==> config.mk <==
export PLATFORM = sky130hd
export DESIGN_NAME = super_io_config_register_block_flat
export DESIGN_NICKNAME = d
export VERILOG_FILES = /design/src/rtl/core/sior_pkg.sv /design/src/rtl/core/sior_req_if.sv /design/src/rtl/core/sior_rsp_if.sv /design/src/rtl/core/sior_main_regs.sv /design/src/rtl/core/sior_dev_bank.sv /design/src/rtl/core/super_io_config_register_block.sv /design/src/flat_wrapper.sv
export SDC_FILE = /design/constraint.sdc
export NUM_CORES = 2
export LEC_CHECK = 0
export BUFFER_PORTS_ARGS = -buffer_cell sky130_fd_sc_hd__buf_2
export CAP_MARGIN = 20
export CORE_ASPECT_RATIO = 0.8
export CORE_MARGIN = 1
export CORE_UTILIZATION = 45
export CTS_BUF_LIST = sky130_fd_sc_hd__clkbuf_4 sky130_fd_sc_hd__clkbuf_8
export CTS_CLUSTER_SIZE = 25
export DETAILED_ROUTE_END_ITERATION = 10
export HOLD_SLACK_MARGIN = 0.15
export PLACE_DENSITY = 0.71
export SYNTH_ARGS = -nofsm -noshare
export SYNTH_HDL_FRONTEND = slang
export SYNTH_SLANG_ARGS = --single-unit
==> constraint.sdc <==
create_clock -name clk -period 19.1 [get_ports clk]
set_input_delay 3.82 -clock clk [delete_from_list [all_inputs] [get_ports clk]]
set_output_delay 3.82 -clock clk [all_outputs]
set_load 0.1 [all_outputs]
==> src/rtl/core/sior_pkg.sv <==
// Package for the super I/O configuration register block.
// Holds port and register codes, reset tables and the structs passed between modules.
// No dependencies.
package sior_pkg;

    localparam int NUM_DEVICES_DEF = 8;
    localparam int MAIN_REG_COUNT  = 256;
    localparam int MAIN_AW         = $clog2(MAIN_REG_COUNT);

    // Access kinds
    localparam logic MODE_READ  = 1'b0;
    localparam logic MODE_WRITE = 1'b1;

    // Decoded I/O ports
    localparam logic [15:0] PORT_MAIN_INDEX = 16'h0108;
    localparam logic [15:0] PORT_MAIN_DATA  = 16'h0109;
    localparam logic [15:0] PORT_PNP_INDEX  = 16'h0279;
    localparam logic [15:0] PORT_PNP_WDATA  = 16'h0A79;
    localparam logic [15:0] PORT_PNP_RDATA  = 16'h03E3;

    // Key values on the main index port
    localparam logic [7:0] KEY_UNLOCK = 8'hAA;
    localparam logic [7:0] KEY_LOCK   = 8'h55;

    // Main register that gates the plug-and-play ports, and its gate bit
    localparam logic [MAIN_AW-1:0] REG_PNP_CTRL = 8'hC1;
    localparam int                 PNP_LIVE_BIT = 7;

    localparam logic [7:0] BYTE_NONE = 8'hFF;

    // Plug-and-play register indexes
    localparam logic [7:0] PNP_SELECT  = 8'h07;
    localparam logic [7:0] PNP_ENABLE  = 8'h30;
    localparam logic [7:0] PNP_ADDR_HI = 8'h60;
    localparam logic [7:0] PNP_ADDR_LO = 8'h61;
    localparam logic [7:0] PNP_IRQ     = 8'h70;
    localparam logic [7:0] PNP_DMA     = 8'h74;

    // Routed devices
    localparam logic [2:0] DEV_FLOPPY      = 3'd0;
    localparam logic [2:0] DEV_LAST_ROUTED = 3'd3;

    typedef struct packed {
        logic       data_wr;
        logic [7:0] index;
        logic [7:0] data;
    } sior_pnp_cmd_t;

    typedef struct packed {
        logic        fire;
        logic [2:0]  device;
        logic        enable;
        logic [15:0] addr;
        logic [7:0]  irq;
    } sior_reconf_t;

    function automatic logic [7:0] dev_reset_enable(input int i);
        logic [7:0] r;
        r = (i < 4) ? 8'h01 : 8'h00;
        return r;
    endfunction

    function automatic logic [15:0] dev_reset_base(input int i);
        logic [15:0] r;
        case (i)
            0:       r = 16'h03F0;
            1:       r = 16'h03F8;
            2:       r = 16'h02F8;
            3:       r = 16'h0378;
            default: r = 16'h0000;
        endcase
        return r;
    endfunction

    function automatic logic [7:0] dev_reset_irq(input int i);
        logic [7:0] r;
        case (i)
            0:       r = 8'd6;
            1:       r = 8'd4;
            2:       r = 8'd3;
            3:       r = 8'd7;
            default: r = 8'd0;
        endcase
        return r;
    endfunction

    function automatic logic [7:0] dev_reset_dma(input int i);
        logic [7:0] r;
        r = (i == 0) ? 8'd2 : 8'd0;
        return r;
    endfunction

endpackage

==> src/rtl/core/sior_req_if.sv <==
// Request channel: one bus access word per handshake.
// No dependencies.
interface sior_req_if;
    logic        valid;
    logic        ready;
    logic        mode;
    logic [15:0] io_port;
    logic [7:0]  write_data;

    modport source (output valid, mode, io_port, write_data, input ready);
    modport sink   (input valid, mode, io_port, write_data, output ready);
endinterface

==> src/rtl/core/sior_rsp_if.sv <==
// Response channel: one result word per access.
// No dependencies.
interface sior_rsp_if;
    logic        valid;
    logic        ready;
    logic [7:0]  read_data;
    logic        claimed;
    logic        reconfig;
    logic [2:0]  reconfig_device;
    logic        reconfig_enable;
    logic [15:0] reconfig_addr;
    logic [7:0]  reconfig_irq;

    modport source (output valid, read_data, claimed, reconfig, reconfig_device,
                    reconfig_enable, reconfig_addr, reconfig_irq, input ready);
    modport sink   (input valid, read_data, claimed, reconfig, reconfig_device,
                    reconfig_enable, reconfig_addr, reconfig_irq, output ready);
endinterface

==> src/rtl/core/sior_main_regs.sv <==
// Main byte register file: memory with a write port, a registered read port and per-entry valid bits.
// Depends on sior_pkg.
module sior_main_regs (
    input  logic                       clk,
    input  logic                       rst_n,
    input  logic                       we,
    input  logic [sior_pkg::MAIN_AW-1:0] waddr,
    input  logic [7:0]                 wdata,
    input  logic [sior_pkg::MAIN_AW-1:0] raddr,
    input  logic                       idx_change,
    output logic [7:0]                 cur_data,
    output logic                       live
);
    import sior_pkg::*;

    logic [7:0]                mem [MAIN_REG_COUNT];
    logic [MAIN_REG_COUNT-1:0] valid_reg;
    logic [7:0]                rd_reg;
    logic                      rd_valid_reg;
    logic                      byp_flag_reg;
    logic [7:0]                byp_data_reg;
    logic                      live_reg;

    // Memory: write at the current index, prefetch at the next one
    always_ff @(posedge clk)
    begin
        if (we)
        begin
            mem[waddr] <= wdata;
        end
        rd_reg <= mem[raddr];
    end

    always_ff @(posedge clk)
    begin
        if (we)
        begin
            byp_data_reg <= wdata;
        end
    end

    always_ff @(posedge clk or negedge rst_n)
    begin
        if (!rst_n)
        begin
            valid_reg    <= '0;
            rd_valid_reg <= 1'b0;
            byp_flag_reg <= 1'b0;
            live_reg     <= 1'b0;
        end
        else
        begin
            rd_valid_reg <= valid_reg[raddr];
            if (we)
            begin
                valid_reg[waddr] <= 1'b1;
                byp_flag_reg     <= 1'b1;
                if (waddr == REG_PNP_CTRL)
                begin
                    live_reg <= wdata[PNP_LIVE_BIT];
                end
            end
            else if (idx_change)
            begin
                byp_flag_reg <= 1'b0;
            end
        end
    end

    // Fresh write wins over the stale prefetch; unwritten entries read as zero
    assign cur_data = byp_flag_reg ? byp_data_reg : (rd_valid_reg ? rd_reg : 8'h00);
    assign live     = live_reg;

endmodule

==> src/rtl/core/sior_dev_bank.sv <==
// Plug-and-play device bank: device select and per-device settings.
// Depends on sior_pkg.
module sior_dev_bank #(
    parameter int NUM_DEVICES = sior_pkg::NUM_DEVICES_DEF
) (
    input  logic                   clk,
    input  logic                   rst_n,
    input  sior_pkg::sior_pnp_cmd_t cmd,
    output logic [7:0]             rd_data,
    output sior_pkg::sior_reconf_t reconf
);
    import sior_pkg::*;

    localparam int DEV_W = $clog2(NUM_DEVICES);

    logic [2:0]  sel_reg;
    logic [7:0]  en_reg   [NUM_DEVICES];
    logic [15:0] base_reg [NUM_DEVICES];
    logic [7:0]  irq_reg  [NUM_DEVICES];
    logic [7:0]  dma_reg  [NUM_DEVICES];

    logic [DEV_W-1:0] dev;
    logic             dev_ok;
    logic [7:0]       cur_en, cur_irq, cur_dma, new_en, new_irq, new_dma, diff;
    logic [15:0]      cur_base, new_base;
    logic             fire;

    always_comb
    begin
        dev      = sel_reg[DEV_W-1:0];
        dev_ok   = int'(sel_reg) < NUM_DEVICES;
        cur_en   = en_reg[dev];
        cur_base = base_reg[dev];
        cur_irq  = irq_reg[dev];
        cur_dma  = dma_reg[dev];
        new_en   = cur_en;
        new_base = cur_base;
        new_irq  = cur_irq;
        new_dma  = cur_dma;
        diff     = 8'h00;
        case (cmd.index)
            PNP_ENABLE:
            begin
                new_en = cmd.data;
                diff   = cur_en ^ cmd.data;
            end
            PNP_ADDR_HI:
            begin
                new_base = {cmd.data, cur_base[7:0]};
                diff     = cur_base[15:8] ^ cmd.data;
            end
            PNP_ADDR_LO:
            begin
                new_base = {cur_base[15:8], cmd.data};
                diff     = cur_base[7:0] ^ cmd.data;
            end
            PNP_IRQ:
            begin
                new_irq = cmd.data;
                diff    = cur_irq ^ cmd.data;
            end
            PNP_DMA:
            begin
                new_dma = cmd.data;
                diff    = cur_dma ^ cmd.data;
            end
            default:
            begin
                diff = 8'h00;
            end
        endcase

        // Read-back
        if (cmd.index == PNP_SELECT)
        begin
            rd_data = {5'b0, sel_reg};
        end
        else if (!dev_ok)
        begin
            rd_data = BYTE_NONE;
        end
        else
        begin
            case (cmd.index)
                PNP_ENABLE:  rd_data = cur_en;
                PNP_ADDR_HI: rd_data = cur_base[15:8];
                PNP_ADDR_LO: rd_data = cur_base[7:0];
                PNP_IRQ:     rd_data = cur_irq;
                PNP_DMA:     rd_data = cur_dma;
                default:     rd_data = BYTE_NONE;
            endcase
        end

        // Floppy reroutes only on an enable change; devices 1 to 3 on any change; higher devices never reroute
        fire = cmd.data_wr && dev_ok && (cmd.index != PNP_SELECT) && (diff != 8'h00)
            && ((sel_reg == DEV_FLOPPY) ? (cmd.index == PNP_ENABLE)
                                         : (sel_reg <= DEV_LAST_ROUTED));

        reconf.fire   = fire;
        reconf.device = fire ? sel_reg : 3'd0;
        reconf.enable = fire ? new_en[0] : 1'b0;
        reconf.addr   = fire ? new_base : 16'h0000;
        reconf.irq    = fire ? new_irq : 8'h00;
    end

    always_ff @(posedge clk or negedge rst_n)
    begin
        if (!rst_n)
        begin
            sel_reg <= DEV_FLOPPY;
            for (int i = 0; i < NUM_DEVICES; i++)
            begin
                en_reg[i]   <= dev_reset_enable(i);
                base_reg[i] <= dev_reset_base(i);
                irq_reg[i]  <= dev_reset_irq(i);
                dma_reg[i]  <= dev_reset_dma(i);
            end
        end
        else if (cmd.data_wr)
        begin
            if (cmd.index == PNP_SELECT)
            begin
                sel_reg <= cmd.data[2:0];
            end
            else if (dev_ok)
            begin
                en_reg[dev]   <= new_en;
                base_reg[dev] <= new_base;
                irq_reg[dev]  <= new_irq;
                dma_reg[dev]  <= new_dma;
            end
        end
    end

endmodule

==> src/rtl/core/super_io_config_register_block.sv <==
// Super I/O configuration registers with a plug-and-play extension. Each request word is one
// bus read or write; each gives exactly one response word. Ports 0x108/0x109 form a key-locked
// index/data pair (0xAA unlocks, 0x55 locks) onto 256 byte registers, cleared at reset through
// per-entry valid bits, so there is no clearing pass. While bit 7 of register 0xC1 is set,
// ports 0x279, 0xA79 and 0x3E3 reach the device select and per-device settings; a data write
// that changes a routed device (the floppy: only its enable) returns reconfig with its new
// settings. The block takes one access every cycle while responses are taken; an access
// passes an input register then a result register. The main register file has a write port
// and a registered read port: the next index is prefetched, and a bypass serves a fresh write.
// Depends on sior_pkg, sior_req_if, sior_rsp_if, sior_main_regs and sior_dev_bank.
module super_io_config_register_block #(
    parameter int NUM_DEVICES = sior_pkg::NUM_DEVICES_DEF
) (
    input  logic       clk,
    input  logic       rst_n,
    sior_req_if.sink   req,
    sior_rsp_if.source rsp
);
    import sior_pkg::*;

    // Input register
    logic        s1_valid_reg;
    logic        s1_mode_reg;
    logic [15:0] s1_port_reg;
    logic [7:0]  s1_data_reg;

    // Architectural state
    logic               locked_reg, locked_next;
    logic [MAIN_AW-1:0] main_index_reg, main_index_next;
    logic [7:0]         pnp_index_reg, pnp_index_next;

    // Result register
    logic         out_valid_reg;
    logic [7:0]   out_rd_reg, out_rd_next;
    logic         out_claimed_reg, out_claimed_next;
    sior_reconf_t out_reconf_reg, out_reconf_next;

    logic          advance, proc;
    logic          is_write;
    logic          mem_we;
    logic [7:0]    cur_data;
    logic          pnp_live;
    sior_pnp_cmd_t pnp_cmd;
    logic [7:0]    pnp_rd;
    sior_reconf_t  bank_reconf;

    // The result slot frees when empty or taken; the input slot moves whenever it can
    assign advance   = !out_valid_reg || rsp.ready;
    assign proc      = s1_valid_reg && advance;
    assign req.ready = !s1_valid_reg || advance;
    assign is_write  = (s1_mode_reg == MODE_WRITE);

    sior_main_regs u_main (
        .clk        (clk),
        .rst_n      (rst_n),
        .we         (mem_we),
        .waddr      (main_index_reg),
        .wdata      (s1_data_reg),
        .raddr      (main_index_next),
        .idx_change (main_index_next != main_index_reg),
        .cur_data   (cur_data),
        .live       (pnp_live)
    );

    sior_dev_bank #(
        .NUM_DEVICES (NUM_DEVICES)
    ) u_bank (
        .clk     (clk),
        .rst_n   (rst_n),
        .cmd     (pnp_cmd),
        .rd_data (pnp_rd),
        .reconf  (bank_reconf)
    );

    // Decode the word in the input register against the current state
    always_comb
    begin
        locked_next      = locked_reg;
        main_index_next  = main_index_reg;
        pnp_index_next   = pnp_index_reg;
        mem_we           = 1'b0;
        out_rd_next      = BYTE_NONE;
        out_claimed_next = 1'b0;
        out_reconf_next  = '0;
        pnp_cmd.data_wr  = 1'b0;
        pnp_cmd.index    = pnp_index_reg;
        pnp_cmd.data     = s1_data_reg;

        if (s1_port_reg == PORT_MAIN_INDEX || s1_port_reg == PORT_MAIN_DATA)
        begin
            out_claimed_next = 1'b1;
            if (is_write)
            begin
                if (locked_reg)
                begin
                    // Locked: only the unlock key on the index port counts
                    if (s1_port_reg == PORT_MAIN_INDEX && s1_data_reg == KEY_UNLOCK)
                    begin
                        locked_next = 1'b0;
                    end
                end
                else if (s1_port_reg == PORT_MAIN_INDEX)
                begin
                    if (s1_data_reg == KEY_LOCK)
                    begin
                        locked_next = 1'b1;
                    end
                    else
                    begin
                        main_index_next = s1_data_reg[MAIN_AW-1:0];
                    end
                end
                else
                begin
                    mem_we = proc;
                end
            end
            else if (!locked_reg)
            begin
                out_rd_next = (s1_port_reg == PORT_MAIN_INDEX) ? 8'(main_index_reg) : cur_data;
            end
        end
        else if (pnp_live)
        begin
            if (is_write && s1_port_reg == PORT_PNP_INDEX)
            begin
                out_claimed_next = 1'b1;
                pnp_index_next   = s1_data_reg;
            end
            else if (is_write && s1_port_reg == PORT_PNP_WDATA)
            begin
                out_claimed_next = 1'b1;
                pnp_cmd.data_wr  = proc;
                out_reconf_next  = bank_reconf;
            end
            else if (!is_write && s1_port_reg == PORT_PNP_RDATA)
            begin
                out_claimed_next = 1'b1;
                out_rd_next      = pnp_rd;
            end
        end

        // Hold state unless this word is really processed
        if (!proc)
        begin
            locked_next     = locked_reg;
            main_index_next = main_index_reg;
            pnp_index_next  = pnp_index_reg;
        end
    end

    // Input register: payload
    always_ff @(posedge clk)
    begin
        if (req.valid && req.ready)
        begin
            s1_mode_reg <= req.mode;
            s1_port_reg <= req.io_port;
            s1_data_reg <= req.write_data;
        end
    end

    // Result register: payload
    always_ff @(posedge clk)
    begin
        if (proc)
        begin
            out_rd_reg      <= out_rd_next;
            out_claimed_reg <= out_claimed_next;
            out_reconf_reg  <= out_reconf_next;
        end
    end

    // Control and state
    always_ff @(posedge clk or negedge rst_n)
    begin
        if (!rst_n)
        begin
            s1_valid_reg   <= 1'b0;
            out_valid_reg  <= 1'b0;
            locked_reg     <= 1'b1;
            main_index_reg <= '0;
            pnp_index_reg  <= 8'h00;
        end
        else
        begin
            if (req.ready)
            begin
                s1_valid_reg <= req.valid;
            end
            if (advance)
            begin
                out_valid_reg <= s1_valid_reg;
            end
            locked_reg     <= locked_next;
            main_index_reg <= main_index_next;
            pnp_index_reg  <= pnp_index_next;
        end
    end

    assign rsp.valid           = out_valid_reg;
    assign rsp.read_data       = out_rd_reg;
    assign rsp.claimed         = out_claimed_reg;
    assign rsp.reconfig        = out_reconf_reg.fire;
    assign rsp.reconfig_device = out_reconf_reg.device;
    assign rsp.reconfig_enable = out_reconf_reg.enable;
    assign rsp.reconfig_addr   = out_reconf_reg.addr;
    assign rsp.reconfig_irq    = out_reconf_reg.irq;

    // A reconfiguration only comes from a claimed write, which never returns data
    a_reconf_is_write: assert property (@(posedge clk) disable iff (!rst_n)
        rsp.valid && rsp.reconfig |-> rsp.claimed && rsp.read_data == BYTE_NONE)
        else $error("reconfig on a word that is not a claimed write");

    // A read of the locked pair returns nothing
    a_locked_read: assert property (@(posedge clk) disable iff (!rst_n)
        proc && !is_write && locked_reg
            && (s1_port_reg == PORT_MAIN_INDEX || s1_port_reg == PORT_MAIN_DATA)
        |=> out_rd_reg == BYTE_NONE)
        else $error("locked pair returned data");

    // The unlock key opens the pair
    a_unlock: assert property (@(posedge clk) disable iff (!rst_n)
        proc && is_write && locked_reg && s1_port_reg == PORT_MAIN_INDEX
            && s1_data_reg == KEY_UNLOCK
        |=> !locked_reg)
        else $error("unlock key ignored");

    // The main index moves only on a processed word
    a_index_hold: assert property (@(posedge clk) disable iff (!rst_n)
        !proc |=> $stable(main_index_reg))
        else $error("main index moved without a word");

endmodule
==> src/flat_wrapper.sv <==
// flat-port wrapper written by rule: the top's interface ports become plain ports
module super_io_config_register_block_flat import sior_pkg::*;
#(
    parameter int NUM_DEVICES = sior_pkg::NUM_DEVICES_DEF
)
  (clk, rst_n, req_valid, req_mode, req_io_port, req_write_data, req_ready, rsp_valid, rsp_read_data, rsp_claimed, rsp_reconfig, rsp_reconfig_device, rsp_reconfig_enable, rsp_reconfig_addr, rsp_reconfig_irq, rsp_ready);
  sior_req_if req_i ();
  sior_rsp_if rsp_i ();
  input  logic clk;
  input  logic rst_n;
  input wire logic [$bits(req_i.valid)-1:0] req_valid;
  input wire logic [$bits(req_i.mode)-1:0] req_mode;
  input wire logic [$bits(req_i.io_port)-1:0] req_io_port;
  input wire logic [$bits(req_i.write_data)-1:0] req_write_data;
  output wire logic [$bits(req_i.ready)-1:0] req_ready;
  output wire logic [$bits(rsp_i.valid)-1:0] rsp_valid;
  output wire logic [$bits(rsp_i.read_data)-1:0] rsp_read_data;
  output wire logic [$bits(rsp_i.claimed)-1:0] rsp_claimed;
  output wire logic [$bits(rsp_i.reconfig)-1:0] rsp_reconfig;
  output wire logic [$bits(rsp_i.reconfig_device)-1:0] rsp_reconfig_device;
  output wire logic [$bits(rsp_i.reconfig_enable)-1:0] rsp_reconfig_enable;
  output wire logic [$bits(rsp_i.reconfig_addr)-1:0] rsp_reconfig_addr;
  output wire logic [$bits(rsp_i.reconfig_irq)-1:0] rsp_reconfig_irq;
  input wire logic [$bits(rsp_i.ready)-1:0] rsp_ready;
  assign req_i.valid = req_valid;
  assign req_i.mode = req_mode;
  assign req_i.io_port = req_io_port;
  assign req_i.write_data = req_write_data;
  assign req_ready = req_i.ready;
  assign rsp_valid = rsp_i.valid;
  assign rsp_read_data = rsp_i.read_data;
  assign rsp_claimed = rsp_i.claimed;
  assign rsp_reconfig = rsp_i.reconfig;
  assign rsp_reconfig_device = rsp_i.reconfig_device;
  assign rsp_reconfig_enable = rsp_i.reconfig_enable;
  assign rsp_reconfig_addr = rsp_i.reconfig_addr;
  assign rsp_reconfig_irq = rsp_i.reconfig_irq;
  assign rsp_i.ready = rsp_ready;
  super_io_config_register_block #(.NUM_DEVICES(NUM_DEVICES)) u_core (.clk(clk), .rst_n(rst_n), .req(req_i), .rsp(rsp_i));
endmodule
# --- Word-level counts from Yosys, hierarchy flattened ---
# Memory sizes are Yosys's and may differ from the RTL's. A register that Yosys moved wholly into a read port is not among the register bits.
# Index checks and enable logic that the tools add are counted.
op_classes:
  n_eq_ne: 16
  n_mux: 68
  reduce_logical: 27
  bitwise_logic: 12
  order_cmp: 6
ops:
  columns: ["cell", "n"]
  rows:
  - ["$or A256 B256 Y256", 1]
  - ["$mux W8", 27]
  - ["$bwmux W64", 3]
  - ["$bwmux W128", 1]
  - ["$pmux W8 S5", 2]
  - ["$bmux W8 S3", 3]
  - ["$bmux W16 S3", 1]
  - ["$demux W16 S3", 1]
  - ["$mux W16", 3]
  - ["$eq A8 B7 Y1 const B", 5]
  - ["$xor A8 B8 Y8", 5]
  - ["$eq A16 B10 Y1 const B", 2]
  - ["$eq A16 B9 Y1 const B", 2]
  - ["$pmux W16 S2", 1]
  - ["$demux W8 S3", 1]
  - ["$mux W1", 23]
  - ["$lt A8 B9 Y1 const B", 2]
  - ["$eq A16 B12 Y1 const B", 1]
  - ["$eq A8 B8 Y1 const B", 2]
  - ["$logic_and A1 B1 Y1", 11]
  - ["$bmux W1 S8", 1]
  - ["$demux W1 S8", 1]
  - ["$eq A8 B3 Y1 const B", 1]
  - ["$eq A8 B6 Y1 const B", 1]
  - ["other kinds (18)", 28]
totals:
  regBits: 672
  word_cells: 183
  mem_bits_rw: 2048
  n_memories: 1
mem_list:
  columns: ["name", "words", "word_bits", "rd", "rd_clocked_by_memory_dff", "wr", "line_no", "rtl"]
  rows:
  - ["u_core.u_main.mem", 256, 8, 1, 1, 1, "sior_main_regs.sv:16", "logic [7:0] mem [MAIN_REG_COUNT];"]

# --- Depth between registers and ports, before layout ---
logic_depth:
  word_depth: 12
  mapped_depth: 15
  ltp_nobuf: 11

# --- Hierarchy ---
# Synthesis repeated with hierarchy kept, for this count alone.
hier_totals:
  hier_cells: 6250
  hier_area_um2: 108625.4
by_module_without_submodules:
  columns: ["mod", "cells_each", "instances", "area_each_um2", "seq_area_each_um2"]
  rows:
  - ["sior_main_regs", 4510, 1, 90037.6, 68380.6]
  - ["sior_dev_bank", 1525, 1, 15235.9, 8130.3]
  - ["super_io_config_register_block", 215, 1, 3352.0, 2368.5]

# --- Worst setup path before layout ---
# Ideal clock, no wire load.
synth_path:
  kind: "input to output"
  start: "input rsp_ready"
  end: "output req_ready"
  arrival_time_ns: 4.642
  cell_stages: 1
  slack_ns: 10.638
  n_path_buf: 0
  t_required_ns: 15.280
  cell_sequence: "nand3b_1"
synth_via:
  elab_chain_len: 2
synth_rtl:
  columns: ["item", "line_no", "rtl"]
  rows:
  - ["start: declaration", "flat_wrapper.sv:24", "input wire logic [$bits(rsp_i.ready)-1:0] rsp_ready;"]
  - ["$logic_or A1 B1 Y1", "super_io_config_register_block.sv:48", "assign advance = !out_valid_reg || rsp.ready;"]
  - ["$logic_or A1 B1 Y1", "super_io_config_register_block.sv:50", "assign req.ready = !s1_valid_reg || advance;"]
  - ["end: declaration", "flat_wrapper.sv:15", "output wire logic [$bits(req_i.ready)-1:0] req_ready;"]
# No other way between the ends.

# --- Final worst setup path ---
layout_path:
  start: "input rsp_ready"
  end: "register u_core.u_main.rd_reg[3], read port of u_core.u_main.mem"
layout_via:
  elab_chain_len: 3
layout_rtl:
  columns: ["item", "line_no", "rtl"]
  rows:
  - ["$logic_or A1 B1 Y1", "super_io_config_register_block.sv:48", null]
  - ["$logic_and A1 B1 Y1", "super_io_config_register_block.sv:49", "assign proc = s1_valid_reg && advance;"]
  - ["$mux W8", "super_io_config_register_block.sv:144", "if (!proc)"]
  - ["end: declaration", "sior_main_regs.sv:18", "logic [7:0] rd_reg;"]
# No other way between the ends.
# A chain may end at the register's enable or synchronous reset.

==> results.cfg <==
[finish]
area_delta_synth_final_pct = 10.3
final_cell_mix = nand2_1, edfxtp_1, nand3_1
final_common_cell = nand2_1
final_nets = 8915
fin_area_um2 = 121000
largest_reg_flops = 2048
layout-drive-gt1-share_pct = 14.6
stdcell_count = 12400

[clocking]
h-tree-depth = 5
post_cts_buffers = 0
insertion_delay_ns = 1.02
root_buffer = clkbuf_8
path_clk_slew_ns = 0.06
hold_buffers = 0
cts.sinks = 2728
tritoncts = done
cts_max_path_buffers = 4
cts_made_buffers = 407
ctsResizeCount = 0

[global_route]
grt_usage_pct = 24.5
antenna_found_initial = 12
grt_pass1_wl_um = 460000
overflow = 0
grt_pass1_vias = 71500
grt_max_degree = 182

[critical_path]
r2r_cells = 14
cp_max_fo = 81
cp_top_family = buffers and inverters
worst_setup_path_end_kind = flop
path_depth = 14
worst_path_most_repeated_cell = buf_4
crit_chain = buf_2, nand2b_1, nand4_1, o41ai_4, buf_4, and2_4, buf_4, buf_4, buf_4, a21oi_1, o21ai_0, a31oi_1, nor4_1, nor4_1
r2r-start = u_core.s1_data_reg[7]
worstReg2RegEnd = u_core.u_main.rd_reg[3]
rrSetupSlack_ns = 11.88
critPathSlowestCell = nor4_1
crit_type = input pin to flop
cp-startpoint = rsp_ready
critPathRequiredTime_ns = 19.94
crit_buf_inv = 5
crit_arrival_ns = 10.21
cp-endpoint = u_core.u_main.rd_reg[3]
critPathLaunchType = input pin
cp_slowest_stage_delay_ns = 1.14

[sta]
finalHoldViolCount = 0
maxSlewViolCount = 0
finalCritPeriodShare_pct = 49.1
finalSetupViolCount = 0
skew_ns = 0.0885
worst_slew_pin_slew_ns = 1.32
relSlewSlack_pct = 11.4
max_freq_mhz = 107
tns_ns = 0
rsz0062_at_grt = false
period_needed_ns = 9.37

[floorplan]
start_util_pct = 45.4
rows = 161
die_area_um2 = 246000
die_w_um = 554
core_um2 = 242000
die_h_um = 444
io_pins = 69

[place]
io_buffer_count = 68
dp_hpwl_um = 175000
dp_cells = 11700
placed_cell_area_um2 = 113000
gp_congestion = 0.934

[routing]
first_iter_violations = 10900
wl_per_cell_um = 24.8
ant_nets = 0
avgViaCountPerCell = 6.00
remaining_drc_errors = 0
dr.pass1.iters = 6
vias = 74500
drt-total-wl_um = 307000

[synthesis]
synth_flop_cell = edfxtp_1
synthCells = 8862
netlist_area_um2 = 110000
yosys.cell_types.count = 72
synthArstFlopShare_pct = 22.0
avgSynthCellArea_um2 = 12.4
synth_seq_area_share_pct = 71.8
syn_nets = 8891
synth-edff-count = 2119
synth_warnings = 0
ys_ff_latch = 2728

[outcome]
outcome = finished, final reports clean

[min_path]
holdPathStages = 1
holdCritPathClass = flop to flop

[pwr]
powerDensity_nw_per_um2 = 95.0
power_leakage_nw = 44.2
vdd_drop_max_v = 0.0000800

[job]
maxCapViolations = 0
kinds of logic (layout without fill, tap and decap cells):
logic type / after synthesis / count (layout) / share of synthesized area, %
XOR/XNOR: 10 / 10 / 0.0797
buffers and inverters: 607 / 974 / 2.56
AND/OR/NAND/NOR: 3923 / 3923 / 15.5
multiplexers: 208 / 208 / 2.63
other: 1 / 6 / 0.00341
flip-flops: 2728 / 2728 / 71.8
AO/OA/AOI/OAI: 1385 / 1385 / 7.45
per-layer routing:
metal | GRT usage (%) | part of all wire (%) | up-vias
met5 | 0 | 0.019 | -
met1 | 35.4 | 40 | 37000
met4 | 9.57 | 4.0 | 10
li1 | - | - | 32100
met2 | 35.5 | 44 | 4659
met3 | 6.27 | 12 | 744
final cells by class:
type | count | area [µm²]
Clock buffer | 631 | 7600
Antenna cell | 5 | 12.5
Multi-Input combinational cell | 5527 | 28400
Tap cell | 3178 | 3980
Inverter | 20 | 92.6
Clock inverter | 121 | 803
Sequential cell | 2728 | 78900
Fill cell | 20300 | 121000
Timing Repair Buffer | 202 | 1480
power breakdown:
| part | internal [W] | switching, W |
|---|---|---|
| logic | 0.0000151 | 0.000164 |
| clock network | 0.00263 | 0.00227 |
| registers | 0.00643 | 0.00000567 |
| total | 0.00907 | 0.00244 |
metrics by stage:
stage	worst slack [ns]	total power, W	hold WS, ns	util, %
finish	9.73	0.0115	0.464	50.1
global route	9.63	0.0118	0.470	50.1
CTS	10.08	0.0115	0.464	50.1
detailed placement	9.00	0.00673	0.450	46.6
global placement	8.85	0.00672	0.445	46.6
floorplan	10.64	0.00665	0.434	-
synthesized netlist by cell type (26+ instances only):
| cell | n | area (µm²) |
|---|---|---|
| o21ai_1 | 27 | 135 |
| a211oi_1 | 35 | 263 |
| a21oi_1 | 328 | 1640 |
| buf_1 | 26 | 97.6 |
| or2_2 | 257 | 1610 |
| edfxtp_1 | 2119 | 63600 |
| a22oi_1 | 44 | 330 |
| nor2_1 | 343 | 1290 |
| and3_1 | 36 | 225 |
| mux2_2 | 48 | 541 |
| mux4_2 | 60 | 1350 |
| a221oi_1 | 35 | 307 |
| mux2i_1 | 100 | 1000 |
| nand2_1 | 2418 | 9080 |
| dfstp_2 | 39 | 1020 |
| a31oi_1 | 254 | 1590 |
| buf_2 | 182 | 911 |
| nor4_1 | 50 | 313 |
| buf_4 | 33 | 248 |
| dfrtp_1 | 562 | 14100 |
| nand3_1 | 604 | 3020 |
| a32oi_1 | 90 | 788 |
| nand4_1 | 135 | 845 |
| o21ai_0 | 495 | 2480 |
| clkbuf_1 | 321 | 1200 |
worst reg2reg max path: stages, from the launching register on:
cell and delay, ns:
edfxtp_1 0.38, buf_12 0.62, or4b_4 0.39, nor2_8 0.08, o41ai_4 0.21, buf_4 0.42
and2_4 0.61, buf_4 0.57, buf_4 0.87, buf_4 0.99, a21oi_1 0.16, o21ai_0 0.21
a31oi_1 0.23, nor4_1 1.14, nor4_1 0.17
worst min-delay path by stage:
stage | from | end
finish | u_core.u_main.valid_reg[111] | u_core.u_main.valid_reg[111]
global route | u_core.u_main.valid_reg[168] | u_core.u_main.valid_reg[168]
CTS | u_core.u_main.valid_reg[47] | u_core.u_main.valid_reg[47]
detailed placement | u_core.u_main.valid_reg[173] | u_core.u_main.valid_reg[173]
global placement | u_core.u_main.valid_reg[121] | u_core.u_main.valid_reg[121]
floorplan | u_core.u_main.valid_reg[105] | u_core.u_main.valid_reg[105]
No activity file was read; power rests on OpenSTA's default activity.
